### config.mk
export PLATFORM = sky130hd
export DESIGN_NAME = psd_div
export DESIGN_NICKNAME = d
export VERILOG_FILES = /design/src/design/psd_div.sv
export SDC_FILE = /design/constraint.sdc
export NUM_CORES = 2
export LEC_CHECK = 0
export BUFFER_PORTS_ARGS = -buffer_cell sky130_fd_sc_hd__buf_2
export CAP_MARGIN = 20
export CORE_AREA = 4 4 514 516
export CTS_BUF_LIST = sky130_fd_sc_hd__clkbuf_8
export DETAILED_ROUTE_END_ITERATION = 6
export DIE_AREA = 0 0 518 520
export PLACE_DENSITY = 0.57
export SKIP_LAST_GASP = 1
export SLEW_MARGIN = 25
export SYNTH_ARGS = -nofsm -noshare
export SYNTH_HDL_FRONTEND = slang
export SYNTH_SLANG_ARGS = --single-unit
### constraint.sdc
create_clock -name clock -period 4.18 [get_ports clock]
set_input_delay 0.627 -clock clock [delete_from_list [all_inputs] [get_ports clock]]
set_output_delay 0.627 -clock clock [all_outputs]
set_load 0.02 [all_outputs]
### src/design/psd_div.sv
// psd_div: pipelined restoring divider, one quotient bit per stage
// depends on nothing but its parameters; instantiated by the core top level
module psd_div #(
   parameter int DW    = 34,
   parameter int STEPS = 16,
   parameter int PAYW  = 68
) (
   input  logic             clock,
   input  logic             reset,
   input  logic             en,
   input  logic             in_valid,
   input  logic [DW-1:0]    in_rem,
   input  logic [DW-1:0]    in_den,
   input  logic             in_sat,
   input  logic [PAYW-1:0]  in_pay,
   output logic             out_valid,
   output logic [STEPS-1:0] out_q,
   output logic             out_sat,
   output logic [PAYW-1:0]  out_pay
);

   logic             v_ff   [STEPS];
   logic [DW-1:0]    rem_ff [STEPS];
   logic [DW-1:0]    den_ff [STEPS];
   logic [STEPS-1:0] q_ff   [STEPS];
   logic             sat_ff [STEPS];
   logic [PAYW-1:0]  pay_ff [STEPS];

   for (genvar g = 0; g < STEPS; g++) begin : g_stage
      logic             v_src;
      logic [DW-1:0]    rem_src;
      logic [DW-1:0]    den_src;
      logic [STEPS-1:0] q_src;
      logic             sat_src;
      logic [PAYW-1:0]  pay_src;
      logic [DW:0]      rem2;
      logic [DW:0]      diff;
      logic             ge;

      if (g == 0) begin : g_first
         assign v_src   = in_valid;
         assign rem_src = in_rem;
         assign den_src = in_den;
         assign q_src   = '0;
         assign sat_src = in_sat;
         assign pay_src = in_pay;
      end else begin : g_next
         assign v_src   = v_ff[g-1];
         assign rem_src = rem_ff[g-1];
         assign den_src = den_ff[g-1];
         assign q_src   = q_ff[g-1];
         assign sat_src = sat_ff[g-1];
         assign pay_src = pay_ff[g-1];
      end

      // trial subtract of the doubled remainder
      always_comb begin
         rem2 = {rem_src, 1'b0};
         diff = rem2 - {1'b0, den_src};
         ge   = (rem2 >= {1'b0, den_src});
      end

      always_ff @(posedge clock) begin
         if (reset) begin
            v_ff[g] <= 1'b0;
         end else if (en) begin
            v_ff[g] <= v_src;
         end
      end

      always_ff @(posedge clock) begin
         if (en) begin
            rem_ff[g] <= ge ? diff[DW-1:0] : rem2[DW-1:0];
            den_ff[g] <= den_src;
            q_ff[g]   <= {q_src[STEPS-2:0], ge};
            sat_ff[g] <= sat_src;
            pay_ff[g] <= pay_src;
         end
      end
   end

   assign out_valid = v_ff[STEPS-1];
   assign out_q     = q_ff[STEPS-1];
   assign out_sat   = sat_ff[STEPS-1];
   assign out_pay   = pay_ff[STEPS-1];

endmodule

==> run summary <==
Total Neg Setup Slack - 0 ps
Sequential share of power - 0.399
Post-synth EDFFs - 2276
Synthesis-to-finish area growth - 14.4%
Comb pwr share - 0.370
Number of DRC markers in iteration 0 - 3134
Clk sinks - 2276
Clock share of power - 0.231
Final wirelength - 209000 um
Reg-to-Reg End - rem_ff[1][30]
Clock Path Buffers - 4
First-pass GRT wire length - 330000 um
Maxcap violations - 0
Mapped Cells - 7455
Die area - 269000 um2
Switch Pwr - 27.4 mW
HP Class - input pin to flop
Hold Crit Depth - 3
CP startpoint kind - flop
Sw frac - 0.337
Slew HR - 0.304
RSZ-0062 raised after global routing - no
DR WL/cell - 17.6 um
IO buf count - 226
Status - finished, final reports clean
Peak supply drop - 0.000442 V
Syn avg cell area - 13.9 um2
Largest net degree at the start of global routing - 168
H-tree levels - 5
Seq/Total Area, Yosys - 0.661
Initial antenna violation count - 5
Placeable Area - 259000 um2
Post-synth top area cell - edfxtp_1
CP max FO - 3
P_leak - 46.7 nW
Worst endpoint required time - 4960 ps
Ys flop type - edfxtp_1
Synth Cell Area - 103000 um2
Ranking of synthesized cells by area - edfxtp_1 66%, ha_1 6.6%, a21oi_1 2.6%, mux2_2 2.4%, inv_1 2.4%
Yosys top cell area share - 0.661
Die W - 518 um
#FFs+latches synth - 2276
Gpl congestion - 0.948
Via density - 5.03
Post-CTS setup buffers - 0
CTS tree - built
Grt total ovfl - 0
Synth cell types - 103
Num CTS Buffers - 386
Synth Warn # - 0
Final net count - 8889
Least-Margin Pin Slew - 1030 ps
Std-Cell Rows - 187
Initial Util - 0.399
FFs w/ async S/R, synth - 0
DRC Markers - 0
Share of cells above drive strength 1 - 0.143
Busiest grt layer - met2
Crit path DAT - 4770 ps
Flop2flop setup slack - 190 ps
Crit end category - flop
Reg2reg path depth - 12
Via Count - 59900
Slew Limit Fails - 0
Critical path class - flop to flop
Detail Route Antenna Nets - 0
Hold endpoint - v_ff[1][5]
Int Pwr - 54.1 mW
Final setup viols - 0
Grt met2 use - 0.274
Fin worst setup slack - 194 ps
Gr usage total - 0.152
FMAX - 251 MHz
Clk pin slew, worst setup/hold paths - 60 ps
Final Critical Period - 3990 ps
Power per standard cell area - 688 nW/um2
I/O pin total - 227
DP Worst Slack - 204 ps
Fill count - 23000
Met3 usage - 0.0218
Syn Nets - 8154
CTS root buffer - clkbuf_8
Clk_skew - 78.5 ps
Hold_sp - reset
Worst skew pair latency - 1040 ps
Final HPWL DP - 150000 um
First drt pass iteration count - 6
Final hold violations - 0
Die Ht - 520 um
Crit share post-route - 0.954
Vias in the first global route - 61900
Reg-to-reg critical path startpoint - rem_ff[0][238]
GR Layer Usage met1 - 0.168
==> worst max path at each step <==
stage / end / cells after the start / start
5_1_grt: rem_ff[1][35] / 11 / rem_ff[1][6]
3_3_place_gp: rem_ff[0][230] / 13 / den_ff[0][172]
6_report: rem_ff[1][30] / 12 / rem_ff[0][238]
2_1_floorplan: rem_ff[0][32] / 12 / in_den[0]
4_1_cts: rem_ff[1][30] / 12 / rem_ff[0][238]
3_5_place_dp: rem_ff[1][30] / 12 / rem_ff[0][238]
==> final cells by class <==
cell class	instances	area, um2	area share
Antenna cell	4	10.0	0.0000846
Clock buffer	388	5340	0.0451
Clock inverter	305	1950	0.0165
Inverter	663	2490	0.0210
Multi-Input combinational cell	4348	31900	0.270
Sequential cell	2276	68300	0.577
Tap cell	3402	4260	0.0360
Timing Repair Buffer	515	4070	0.0344
==> worst max-delay path, cell delays in order, from the launching register on <==
cell	delay [ps]
edfxtp_1	450
fa_1	470
a21oi_1	230
o22ai_1	180
o41ai_2	480
o31ai_1	230
a31oi_1	390
o31ai_1	210
o311ai_1	450
buf_4	190
a21oi_1	70
xor2_1	140
mux2_2	260
==> per-stage QoR <==
step	util	cells	total power [mW]	area [um2]	hold slack (ps)
6_report	0.457	11900	81.5	118000	248
3_5_place_dp	0.423	11100	62.9	110000	405
3_3_place_gp	0.423	11100	62.5	110000	400
2_1_floorplan	-	7455	54.6	103000	400
5_1_grt	0.457	11900	87.1	118000	202
4_1_cts	0.457	11900	82.5	118000	99.9
==> placed cells by master (no fill, tap or decap), types with 118 or more instances in the layout <==
cell / synthesis / layout
nor2_1: 373 / 373
inv_1: 662 / 778
clkbuf_8: 0 / 388
xor2_1: 156 / 156
buf_4: 7 / 118
edfxtp_1: 2276 / 2276
nand2_1: 340 / 339
dlygate4sd3_1: 0 / 138
a21o_1: 321 / 320
o21ai_0: 333 / 333
buf_2: 33 / 225
mux2_2: 225 / 225
ha_1: 543 / 543
xnor2_1: 261 / 261
a21oi_1: 529 / 529
==> power groups by stage <==
stage	sequential, mW	combinational [mW]	clock (mW)
after floorplan	32.1	22.5	0
after global placement	33.0	29.5	0
after detailed placement	33.0	29.8	0
after CTS	32.6	30.2	19.7
after global routing	32.9	33.4	20.8
final	32.5	30.2	18.8
==> synth_stat cells, types with 14 or more instances <==
cell type     n
nand3_1     108
o22ai_1      14
nand2b_1     60
and3_1       51
a21oi_1     529
and2_1       48
nor2b_1      69
a211o_1      21
a41oi_1      14
o21a_1       66
edfxtp_1   2276
mux2i_1      14
mux2_2      225
buf_2        33
nand4_1      95
o31ai_1      45
o31a_1       14
inv_1       662
o211ai_1     44
o21bai_1     59
a31oi_1      59
nor2_1      373
o21ai_0     333
clkbuf_1    114
or3_1        21
a21o_1      321
mux2_4       27
a31o_2       15
nand2_1     340
nor3_1       70
ha_1        543
a211oi_1     49
xor2_1      156
or2_2        26
xnor2_1     261
o21ai_1      17
nor4_1       24
fa_1         15
==> state kept, by name, summed over array words and instances (netlist names) <==
name    flops
pay_ff   1088
den_ff    510
rem_ff    510
q_ff      136
sat_ff     16
v_ff       16
==> metal layers <==
metal,vias to the layer above,share of wire,wire length (um)
met1,28400,0.39,81400
met5,-,0,0
met3,633,0.035,7260
met4,0,0.065,13600
li1,29500,-,-
met2,1315,0.51,107000
==> cell families after synthesis <==
group | share of synthesized area
flops | 0.661
simple gates | 0.0635
buf+inv | 0.0315
xor+xnor | 0.0353
mux | 0.0309
compound gates | 0.110
fa+ha+maj | 0.0686
==> timing repair <==
action                                  CTS  global route
hold buffers                            138             0
endpoints found under the hold margin   146             0
endpoints found under the setup margin    0             1
gates resized for setup                   0             1
Power figures use the tool's default switching activity.
